===== config.mk =====
export PLATFORM = sky130hd
export DESIGN_NAME = iq_to_amplitude_phase
export DESIGN_NICKNAME = d
export VERILOG_FILES = /design/src/iqap_pkg.sv /design/src/iq_to_amplitude_phase.sv /design/src/iqap_pre.sv /design/src/iqap_cell.sv /design/src/iqap_post.sv
export SDC_FILE = /design/constraint.sdc
export NUM_CORES = 2
export LEC_CHECK = 0
export BUFFER_PORTS_ARGS = -buffer_cell sky130_fd_sc_hd__buf_2
export CAP_MARGIN = 20
export CORE_MARGIN = 2
export CORE_UTILIZATION = 57
export DETAILED_ROUTE_END_ITERATION = 8
export GPL_TIMING_DRIVEN = 1
export PLACE_DENSITY = 0.78
export SYNTH_ARGS = -nofsm -noshare
export SYNTH_HDL_FRONTEND = slang
export SYNTH_HIERARCHICAL = 1
export SYNTH_SLANG_ARGS = --single-unit

===== constraint.sdc =====
create_clock -name clk -period 93.1 [get_ports clk]
set_input_delay 13.965 -clock clk [delete_from_list [all_inputs] [get_ports clk]]
set_output_delay 13.965 -clock clk [all_outputs]
set_load 0.005 [all_outputs]

===== src/iqap_pkg.sv =====
// Shared types and constants of the I/Q to amplitude and phase converter.
package iqap_pkg;

    localparam int GUARD_BITS = 8;
    localparam int HEAD_BITS  = 11;
    localparam int ANGLE_BITS = 32;
    localparam int AMP_BITS   = 16;
    localparam int PHASE_BITS = 16;
    localparam int GAIN_BITS  = 20;
    localparam int AMP_FRAC   = 4;
    localparam int ATAN_LEN   = 24;

    localparam logic [GAIN_BITS-1:0] GAIN_FIX = 20'd636751;
    localparam logic [ANGLE_BITS-1:0] ANGLE_PI = 32'h8000_0000;
    localparam logic [ANGLE_BITS-1:0] PHASE_ROUND = 32'h0000_8000;

    localparam logic [ANGLE_BITS-1:0] ATAN_TAB [ATAN_LEN] = '{
        32'd536870912, 32'd316933406, 32'd167458907, 32'd85004756,
        32'd42667331,  32'd21354465,  32'd10679838,  32'd5340245,
        32'd2670163,   32'd1335087,   32'd667544,    32'd333772,
        32'd166886,    32'd83443,     32'd41722,     32'd20861,
        32'd10430,     32'd5215,      32'd2608,      32'd1304,
        32'd652,       32'd326,       32'd163,       32'd81
    };

    typedef struct packed {
        logic valid;
        logic last;
        logic zero;
    } iqap_ctl_t;

endpackage


===== src/iq_to_amplitude_phase.sv =====
// Top level of the I/Q to amplitude and phase converter.
//
// The slave stream carries one word per converter sample pair: i_sample in the low
// SAMPLE_BITS of s_tdata, q_sample above it, zero padding up to whole bytes, and the
// record-end flag on s_tlast. Each word gives one result word on the master stream:
// amplitude (unsigned 12.4, saturating) in m_tdata[15:0] and phase (signed, pi/32768
// units) in m_tdata[31:16], with m_tlast copied from the input.
// The user writes the midscale offset through cfg_we and cfg_wdata only while the block
// is idle; the block does not enforce this. An accepted word passes the input register,
// one register per rotation stage, the gain multiplier and the output register.
// One word is accepted every clock while the receiver keeps up.
// When m_tready is low, one finished word waits in the output register and one more is
// caught in a skid register; only then does s_tready fall and the whole chain hold.
// Reset empties the chain, the output and skid registers, and sets midscale to
// 2^(SAMPLE_BITS-1) - 1.
module iq_to_amplitude_phase
    import iqap_pkg::*;
#(
    parameter int SAMPLE_BITS   = 12,
    parameter int CORDIC_STAGES = 16
)
(
    input  logic                           clk,
    input  logic                           rst_n,
    input  logic                           s_tvalid,
    output logic                           s_tready,
    // i_sample, q_sample, zero padding
    input  logic [((2*SAMPLE_BITS+7)/8)*8-1:0] s_tdata,
    input  logic                           s_tlast,
    output logic                           m_tvalid,
    input  logic                           m_tready,
    // amplitude, phase
    output logic [AMP_BITS+PHASE_BITS-1:0] m_tdata,
    output logic                           m_tlast,
    input  logic                           cfg_we,
    input  logic [SAMPLE_BITS-1:0]         cfg_wdata
);

    localparam int W = SAMPLE_BITS + HEAD_BITS;
    localparam int OUT_W = AMP_BITS + PHASE_BITS;
    localparam logic [SAMPLE_BITS-1:0] MID_RESET = (SAMPLE_BITS)'((1 << (SAMPLE_BITS - 1)) - 1);

    logic [SAMPLE_BITS-1:0] midscale_reg;
    logic                   en;

    iqap_ctl_t             ctl_pipe [CORDIC_STAGES+1];
    logic signed [W-1:0]   x_pipe [CORDIC_STAGES+1];
    logic signed [W-1:0]   y_pipe [CORDIC_STAGES+1];
    logic [ANGLE_BITS-1:0] z_pipe [CORDIC_STAGES+1];

    iqap_ctl_t             post_ctl;
    logic [AMP_BITS-1:0]   post_amp;
    logic [PHASE_BITS-1:0] post_phase;

    logic                  out_valid_reg;
    logic [OUT_W-1:0]      out_data_reg;
    logic                  out_last_reg;
    logic                  skid_valid_reg;
    logic [OUT_W-1:0]      skid_data_reg;
    logic                  skid_last_reg;

    assign en       = !skid_valid_reg;
    assign s_tready = en;

    always_ff @(posedge clk or negedge rst_n)
    begin
        if (!rst_n)
        begin
            midscale_reg <= MID_RESET;
        end
        else if (cfg_we)
        begin
            midscale_reg <= cfg_wdata;
        end
    end

    iqap_pre #(
        .SAMPLE_BITS (SAMPLE_BITS),
        .W           (W)
    ) u_pre (
        .clk      (clk),
        .rst_n    (rst_n),
        .en       (en),
        .valid_in (s_tvalid),
        .last_in  (s_tlast),
        .i_sample (s_tdata[SAMPLE_BITS-1:0]),
        .q_sample (s_tdata[2*SAMPLE_BITS-1:SAMPLE_BITS]),
        .midscale (midscale_reg),
        .ctl_out  (ctl_pipe[0]),
        .x_out    (x_pipe[0]),
        .y_out    (y_pipe[0]),
        .z_out    (z_pipe[0])
    );

    for (genvar g = 0; g < CORDIC_STAGES; g++)
    begin : g_cell
        iqap_cell #(
            .W     (W),
            .STAGE (g)
        ) u_cell (
            .clk     (clk),
            .rst_n   (rst_n),
            .en      (en),
            .ctl_in  (ctl_pipe[g]),
            .x_in    (x_pipe[g]),
            .y_in    (y_pipe[g]),
            .z_in    (z_pipe[g]),
            .ctl_out (ctl_pipe[g+1]),
            .x_out   (x_pipe[g+1]),
            .y_out   (y_pipe[g+1]),
            .z_out   (z_pipe[g+1])
        );
    end

    iqap_post #(
        .W (W)
    ) u_post (
        .clk       (clk),
        .rst_n     (rst_n),
        .en        (en),
        .ctl_in    (ctl_pipe[CORDIC_STAGES]),
        .x_in      (x_pipe[CORDIC_STAGES]),
        .z_in      (z_pipe[CORDIC_STAGES]),
        .ctl_out   (post_ctl),
        .amplitude (post_amp),
        .phase     (post_phase)
    );

    always_ff @(posedge clk or negedge rst_n)
    begin
        if (!rst_n)
        begin
            out_valid_reg  <= 1'b0;
            skid_valid_reg <= 1'b0;
        end
        else if (!out_valid_reg || m_tready)
        begin
            if (skid_valid_reg)
            begin
                out_valid_reg  <= 1'b1;
                skid_valid_reg <= 1'b0;
            end
            else
            begin
                out_valid_reg <= post_ctl.valid;
            end
        end
        else if (post_ctl.valid && en)
        begin
            skid_valid_reg <= 1'b1;
        end
    end

    always_ff @(posedge clk)
    begin
        if (!out_valid_reg || m_tready)
        begin
            if (skid_valid_reg)
            begin
                out_data_reg <= skid_data_reg;
                out_last_reg <= skid_last_reg;
            end
            else
            begin
                out_data_reg <= {post_phase, post_amp};
                out_last_reg <= post_ctl.last;
            end
        end
        else if (post_ctl.valid && en)
        begin
            skid_data_reg <= {post_phase, post_amp};
            skid_last_reg <= post_ctl.last;
        end
    end

    assign m_tvalid = out_valid_reg;
    assign m_tdata  = out_data_reg;
    assign m_tlast  = out_last_reg;

`ifndef ASSERT_OFF
    a_skid_needs_out: assert property (@(posedge clk) disable iff (!rst_n)
        skid_valid_reg |-> out_valid_reg)
        else $error("skid register holds a word while the output register is empty");

    a_skid_fill: assert property (@(posedge clk) disable iff (!rst_n)
        (out_valid_reg && !m_tready && post_ctl.valid && en) |=> skid_valid_reg)
        else $error("finished word was dropped while the receiver stalled");

    a_skid_cause: assert property (@(posedge clk) disable iff (!rst_n)
        $rose(skid_valid_reg) |-> $past(out_valid_reg && !m_tready))
        else $error("skid register filled without a stall");

    a_skid_drain: assert property (@(posedge clk) disable iff (!rst_n)
        (skid_valid_reg && m_tready) |=> (out_valid_reg && !skid_valid_reg))
        else $error("skid word was not moved to the output");
`endif

endmodule


===== src/iqap_pre.sv =====
// Input cell: removes the midscale offset and folds the vector into the right half plane.
module iqap_pre
    import iqap_pkg::*;
#(
    parameter int SAMPLE_BITS = 12,
    parameter int W           = 23
)
(
    input  logic                   clk,
    input  logic                   rst_n,
    input  logic                   en,
    input  logic                   valid_in,
    input  logic                   last_in,
    input  logic [SAMPLE_BITS-1:0] i_sample,
    input  logic [SAMPLE_BITS-1:0] q_sample,
    input  logic [SAMPLE_BITS-1:0] midscale,
    output iqap_ctl_t              ctl_out,
    output logic signed [W-1:0]    x_out,
    output logic signed [W-1:0]    y_out,
    output logic [ANGLE_BITS-1:0]  z_out
);

    logic signed [SAMPLE_BITS:0] ic;
    logic signed [SAMPLE_BITS:0] qc;
    logic signed [W-1:0]         ie;
    logic signed [W-1:0]         qe;
    logic signed [W-1:0]         xs;
    logic signed [W-1:0]         ys;
    iqap_ctl_t                   ctl_reg;
    iqap_ctl_t                   ctl_next;
    logic signed [W-1:0]         x_reg;
    logic signed [W-1:0]         x_next;
    logic signed [W-1:0]         y_reg;
    logic signed [W-1:0]         y_next;
    logic [ANGLE_BITS-1:0]       z_reg;
    logic [ANGLE_BITS-1:0]       z_next;

    always_comb
    begin
        ic = $signed({1'b0, i_sample}) - $signed({1'b0, midscale});
        qc = $signed({1'b0, q_sample}) - $signed({1'b0, midscale});
        ie = {{(W-SAMPLE_BITS-1){ic[SAMPLE_BITS]}}, ic};
        qe = {{(W-SAMPLE_BITS-1){qc[SAMPLE_BITS]}}, qc};
        xs = qe <<< GUARD_BITS;
        ys = ie <<< GUARD_BITS;
        ctl_next.valid = valid_in;
        ctl_next.last  = last_in;
        ctl_next.zero  = (ic == '0) && (qc == '0);
        if (qc[SAMPLE_BITS])
        begin
            x_next = -xs;
            y_next = -ys;
            z_next = ANGLE_PI;
        end
        else
        begin
            x_next = xs;
            y_next = ys;
            z_next = '0;
        end
    end

    always_ff @(posedge clk or negedge rst_n)
    begin
        if (!rst_n)
        begin
            ctl_reg <= '0;
        end
        else if (en)
        begin
            ctl_reg <= ctl_next;
        end
    end

    always_ff @(posedge clk)
    begin
        if (en)
        begin
            x_reg <= x_next;
            y_reg <= y_next;
            z_reg <= z_next;
        end
    end

    assign ctl_out = ctl_reg;
    assign x_out   = x_reg;
    assign y_out   = y_reg;
    assign z_out   = z_reg;

endmodule


===== src/iqap_cell.sv =====
// One vectoring rotation stage of the shift-add chain.
module iqap_cell
    import iqap_pkg::*;
#(
    parameter int W     = 23,
    parameter int STAGE = 0
)
(
    input  logic                  clk,
    input  logic                  rst_n,
    input  logic                  en,
    input  iqap_ctl_t             ctl_in,
    input  logic signed [W-1:0]   x_in,
    input  logic signed [W-1:0]   y_in,
    input  logic [ANGLE_BITS-1:0] z_in,
    output iqap_ctl_t             ctl_out,
    output logic signed [W-1:0]   x_out,
    output logic signed [W-1:0]   y_out,
    output logic [ANGLE_BITS-1:0] z_out
);

    localparam logic [ANGLE_BITS-1:0] STEP = ATAN_TAB[STAGE];

    logic signed [W-1:0]   xs;
    logic signed [W-1:0]   ys;
    iqap_ctl_t             ctl_reg;
    logic signed [W-1:0]   x_reg;
    logic signed [W-1:0]   x_next;
    logic signed [W-1:0]   y_reg;
    logic signed [W-1:0]   y_next;
    logic [ANGLE_BITS-1:0] z_reg;
    logic [ANGLE_BITS-1:0] z_next;

    always_comb
    begin
        xs = x_in >>> STAGE;
        ys = y_in >>> STAGE;
        if (!y_in[W-1])
        begin
            x_next = x_in + ys;
            y_next = y_in - xs;
            z_next = z_in + STEP;
        end
        else
        begin
            x_next = x_in - ys;
            y_next = y_in + xs;
            z_next = z_in - STEP;
        end
    end

    always_ff @(posedge clk or negedge rst_n)
    begin
        if (!rst_n)
        begin
            ctl_reg <= '0;
        end
        else if (en)
        begin
            ctl_reg <= ctl_in;
        end
    end

    always_ff @(posedge clk)
    begin
        if (en)
        begin
            x_reg <= x_next;
            y_reg <= y_next;
            z_reg <= z_next;
        end
    end

    assign ctl_out = ctl_reg;
    assign x_out   = x_reg;
    assign y_out   = y_reg;
    assign z_out   = z_reg;

endmodule


===== src/iqap_post.sv =====
// Output cell: gain correction, rounding and saturation of the magnitude, rounding of the angle.
module iqap_post
    import iqap_pkg::*;
#(
    parameter int W = 23
)
(
    input  logic                  clk,
    input  logic                  rst_n,
    input  logic                  en,
    input  iqap_ctl_t             ctl_in,
    input  logic signed [W-1:0]   x_in,
    input  logic [ANGLE_BITS-1:0] z_in,
    output iqap_ctl_t             ctl_out,
    output logic [AMP_BITS-1:0]   amplitude,
    output logic [PHASE_BITS-1:0] phase
);

    localparam int PW = W - 1 + GAIN_BITS;
    localparam int RS = GAIN_BITS + GUARD_BITS - AMP_FRAC;
    localparam int AW = PW + 1 - RS;
    localparam int EW = AW + AMP_BITS + 1;
    localparam logic [PW:0] ROUND_ADD = (PW + 1)'(1) << (RS - 1);
    localparam logic [EW-1:0] AMP_MAX = EW'({AMP_BITS{1'b1}});

    iqap_ctl_t             ctl_reg;
    logic [PW-1:0]         prod_reg;
    logic [PW-1:0]         prod_next;
    logic [ANGLE_BITS-1:0] z_reg;
    logic [PW:0]           sum;
    logic [AW-1:0]         amp_wide;
    logic [EW-1:0]         amp_ext;
    logic [ANGLE_BITS-1:0] z_round;

    assign prod_next = PW'(x_in[W-2:0]) * PW'(GAIN_FIX);

    always_ff @(posedge clk or negedge rst_n)
    begin
        if (!rst_n)
        begin
            ctl_reg <= '0;
        end
        else if (en)
        begin
            ctl_reg <= ctl_in;
        end
    end

    always_ff @(posedge clk)
    begin
        if (en)
        begin
            prod_reg <= prod_next;
            z_reg    <= z_in;
        end
    end

    always_comb
    begin
        sum      = {1'b0, prod_reg} + ROUND_ADD;
        amp_wide = sum[PW:RS];
        amp_ext  = EW'(amp_wide);
        z_round  = z_reg + PHASE_ROUND;
        if (ctl_reg.zero)
        begin
            amplitude = '0;
            phase     = '0;
        end
        else
        begin
            amplitude = (amp_ext > AMP_MAX) ? {AMP_BITS{1'b1}} : amp_ext[AMP_BITS-1:0];
            phase     = z_round[ANGLE_BITS-1 -: PHASE_BITS];
        end
    end

    assign ctl_out = ctl_reg;

endmodule

; Yosys cells after proc, flatten, opt, wreduce, memory -nomap -nowiden
; Index checks and enable logic that the tools add are counted.
[classes]
reduce_logical = 9
bitwise_logic = 1
add_sub_neg = 99
n_lt_le_gt_ge = 1
n_mul = 1
muxes = 58
[op_table]
columns = cell, n
row1 = 2-to-1 mux 23 bit, 30
row2 = 2-to-1 mux 32 bit, 18
row3 = adder 32 x 16 -> 32 bit (second input constant), 2
row4 = 2-to-1 mux 16 bit, 3
row5 = adder 23 x 10 -> 23 bit, 2
row6 = adder 23 x 11 -> 23 bit, 2
row7 = adder 23 x 12 -> 23 bit, 2
row8 = adder 23 x 13 -> 23 bit, 2
row9 = adder 23 x 14 -> 23 bit, 2
row10 = adder 23 x 15 -> 23 bit, 2
row11 = adder 23 x 16 -> 23 bit, 2
row12 = adder 23 x 17 -> 23 bit, 2
row13 = adder 23 x 18 -> 23 bit, 2
row14 = adder 23 x 19 -> 23 bit, 2
row15 = adder 23 x 20 -> 23 bit, 2
row16 = adder 23 x 21 -> 23 bit, 2
row17 = adder 23 x 22 -> 23 bit, 2
row18 = negation 21 -> 23 bit, 2
row19 = subtractor 23 x 10 -> 23 bit, 2
row20 = subtractor 23 x 11 -> 23 bit, 2
row21 = subtractor 23 x 12 -> 23 bit, 2
row22 = subtractor 23 x 13 -> 23 bit, 2
row23 = subtractor 23 x 14 -> 23 bit, 2
row24 = subtractor 23 x 15 -> 23 bit, 2
row25 = 60 further kinds, 76
[totals]
elab_cells = 284
input_bits = 42
out_inout_bits = 35
register_bits = 1509

; Longest topological paths before layout
[logic_depth]
word_depth = 5
depth_mapped = 21
mapped_depth_nobuf = 21

; Modules after synthesis
; Netlist, hierarchy kept.
[modules_own_cells]
columns = mod, cells_per_inst, area_each_um2, instances
row1 = iqap_post, 1072, 10801.6, 1
row2 = iqap_cell at g_cell[2].u_cell, 821, 7552.2, 1
row3 = iqap_cell at g_cell[1].u_cell, 763, 7245.7, 1
row4 = iqap_cell at g_cell[5].u_cell, 775, 7215.7, 1
row5 = iqap_cell at g_cell[4].u_cell, 756, 7214.4, 1
row6 = iqap_cell at g_cell[7].u_cell, 751, 7201.9, 1
row7 = iqap_cell at g_cell[8].u_cell, 731, 7075.5, 1
row8 = iqap_cell at g_cell[3].u_cell, 717, 6939.2, 1
row9 = iqap_cell at g_cell[12].u_cell, 737, 6937.9, 1
row10 = iqap_cell at g_cell[13].u_cell, 709, 6935.4, 1
row11 = iqap_cell at g_cell[11].u_cell, 710, 6912.9, 1
row12 = iqap_cell at g_cell[9].u_cell, 714, 6905.4, 1
row13 = iqap_cell at g_cell[14].u_cell, 701, 6820.3, 1
row14 = iqap_cell at g_cell[15].u_cell, 701, 6802.8, 1
row15 = 5 more rows, -, -, -

; Worst setup path after synthesis
; OpenSTA, ideal clock, no wires.
[synth_timing]
path_kind = register to output
start = register skid_valid_reg
end = output port s_tready
path_stages_with_launch = 4
arrival_ps = 26996
path_slack_ps = 52139
required_time_ps = 79135
path_cell_list = dfrtp_1 -> buf_6 -> buf_8 -> inv_1
[synth_via]
elab_chain_cells = 1
[synth_lines]
columns = item, line_no
row1 = "start, declared", iq_to_amplitude_phase.sv:58  ; logic skid_valid_reg;
row2 = "start signal, assigned", iq_to_amplitude_phase.sv:134  ; skid_valid_reg <= 1'b0;
row3 = "start signal, assigned", iq_to_amplitude_phase.sv:141  ; skid_valid_reg <= 1'b0;
row4 = "start signal, assigned", iq_to_amplitude_phase.sv:150  ; skid_valid_reg <= 1'b1;
row5 = zero test 1 bit, iq_to_amplitude_phase.sv:62  ; assign en = !skid_valid_reg;
row6 = "end, declared", iq_to_amplitude_phase.sv:26  ; output logic s_tready,
; Every way passes these cells.

; Worst setup path after layout
; Same ends and word-level chain as after synthesis.

==> results.json <==
{
  "grt_pass1_vias": 96200,
  "critPathTopFamily": "buffers and inverters",
  "largest_reg_flops": 497,
  "die_area_sq_um": 223000,
  "grt-ovfl-total": 0,
  "nets": 14700,
  "root_buffer": "clkbuf_16",
  "worstPathCellList": "inv_8 > buf_2",
  "period_share": 0.172,
  "yosys_warnings": 6,
  "ff2ff_path_depth": 19,
  "die_h_microns": 472,
  "netlist_area_sq_um": 125000,
  "wl_met3_microns": 14000,
  "rsz0062_at_grt": "false",
  "area_growth_pct": 6.76,
  "dp_hpwl_microns": 241000,
  "drc_errors": 0,
  "grt_pass1_wl_microns": 493000,
  "cts_setup_buffers": 0,
  "r2r-start": "g_cell[15].u_cell/x_out[9]$_DFFE_PP_",
  "routabilityCongestion": 0.967,
  "clk_latency_ns": 0.82,
  "setup_viol_count_final": 0,
  "holdPathStages": 0,
  "hold_end": "g_cell[6].u_cell/z_out[0]$_DFFE_PP_",
  "clockBufferDepth": 3,
  "ioPinCount": 77,
  "final.setup.tns_ns": 0,
  "drtIter0Drc": 6766,
  "cts_tree": "yes",
  "path_buf_inv": 2,
  "cp-start-kind": "flop",
  "ctsHoldBuffers": 0,
  "fin_ws_ns": 77.04,
  "arrival_ns": 2.09,
  "wl_met2_microns": 152000,
  "wl_per_cell_microns": 19.4,
  "critPathSlowestCell": "dfrtp_2",
  "highest_layer": "met4",
  "cts_made_buffers": 166,
  "cp_data_required_time_ns": 79.14,
  "worst_pin_slew_ns": 1.07,
  "drive_above_1_share": 0.0607,
  "finalHoldViolations": 0,
  "grt_util_all_layers": 0.268,
  "final_common_cell": "ha_1",
  "cp-startpoint": "skid_valid_reg$_DFFE_PN0P_",
  "die_x_microns": 472,
  "rows": 171,
  "dp_slack_ns": 76.29,
  "io_buffers": 76,
  "post-route-util": 0.614,
  "htree_levels": 4,
  "slew_headroom": 0.280,
  "coreArea_sq_um": 218000,
  "clock_skew_ns": 0.0219,
  "crit_fanout": 68,
  "wl_microns": 308000,
  "num_vias": 98000,
  "period_minus_slack_ns": 16.06,
  "max_freq_mhz": 62.3,
  "reg2reg_to": "u_post/prod_reg[40]$_DFFE_PP_",
  "status": "complete, no violations",
  "via_per_inst": 6.18,
  "ant_nets": 0,
  "cap_viol_max_count": 0,
  "start_util": 0.575,
  "hold_path.class": "flop to flop",
  "mostFrequentLayoutCells": "1,502 x ha_1, 1,325 x edfxtp_1, 1,225 x a21oi_1",
  "reg2reg_slack_ns": 86.08,
  "critPathCaptureType": "primary output",
  "cts_num_sinks": 1393,
  "maxSlewViolCount": 0,
  "cts.reportedPaths.clkPinSlew_ns": 0.06,
  "cts_resized": 0,
  "hold_start": "g_cell[5].u_cell/z_out[0]$_DFFE_PP_",
  "path_class": "flop to primary output",
  "m1WireLength_microns": 129000,
  "antenna_found_initial": 3,
  "dr.pass1.iters": 6,
  "syn_area_per_cell_sq_um": 9.73,
  "syn-instance-count": 12900,
  "grt_start_max_net_pins": 173,
  "crit_path_max_incr_delay_ns": 0.44
}
## per-layer routing
layer / up-vias / GRT usage
met5: - / 0
met3: 705 / 0.0307
li1: 47400 / -
met4: 0 / 0.111
met2: 2860 / 0.477
met1: 47000 / 0.328
## through the flow
step | std cells | hold slack (ns) | area (sq um)
after global placement | 15500 | 0.400 | 128000
final | 15900 | 0.418 | 134000
after detailed placement | 15500 | 0.405 | 128000
after floorplan | 12900 | 0.400 | 125000
after CTS | 15900 | 0.416 | 134000
after global routing | 15900 | 0.421 | 134000
## cell type report
cell class / count / area (sq um)
multi-input combinational: 10400 / 79200
fill: 17800 / 84000
sequential: 1393 / 41500
inverter: 802 / 3020
timing repair buffer: 124 / 766
antenna: 3 / 7.51
tap: 2854 / 3570
clock inverter: 114 / 1170
clock buffer: 196 / 4360
## worst max-delay path by stage
stage,endpoint,slack [ns],cells after the start
CTS,s_tready,76.94,2
finish,s_tready,77.04,2
global route,s_tready,76.85,2
global placement,u_pre/ctl_out[0]$_DFFE_PN0P_,76.23,13
floorplan,s_tready,53.20,3
detailed placement,u_pre/ctl_out[0]$_DFFE_PN0P_,76.29,13
Power is left out: the tool's default activity adds up to more than one toggle a clock period on the data nets, which glitch-free logic cannot reach.
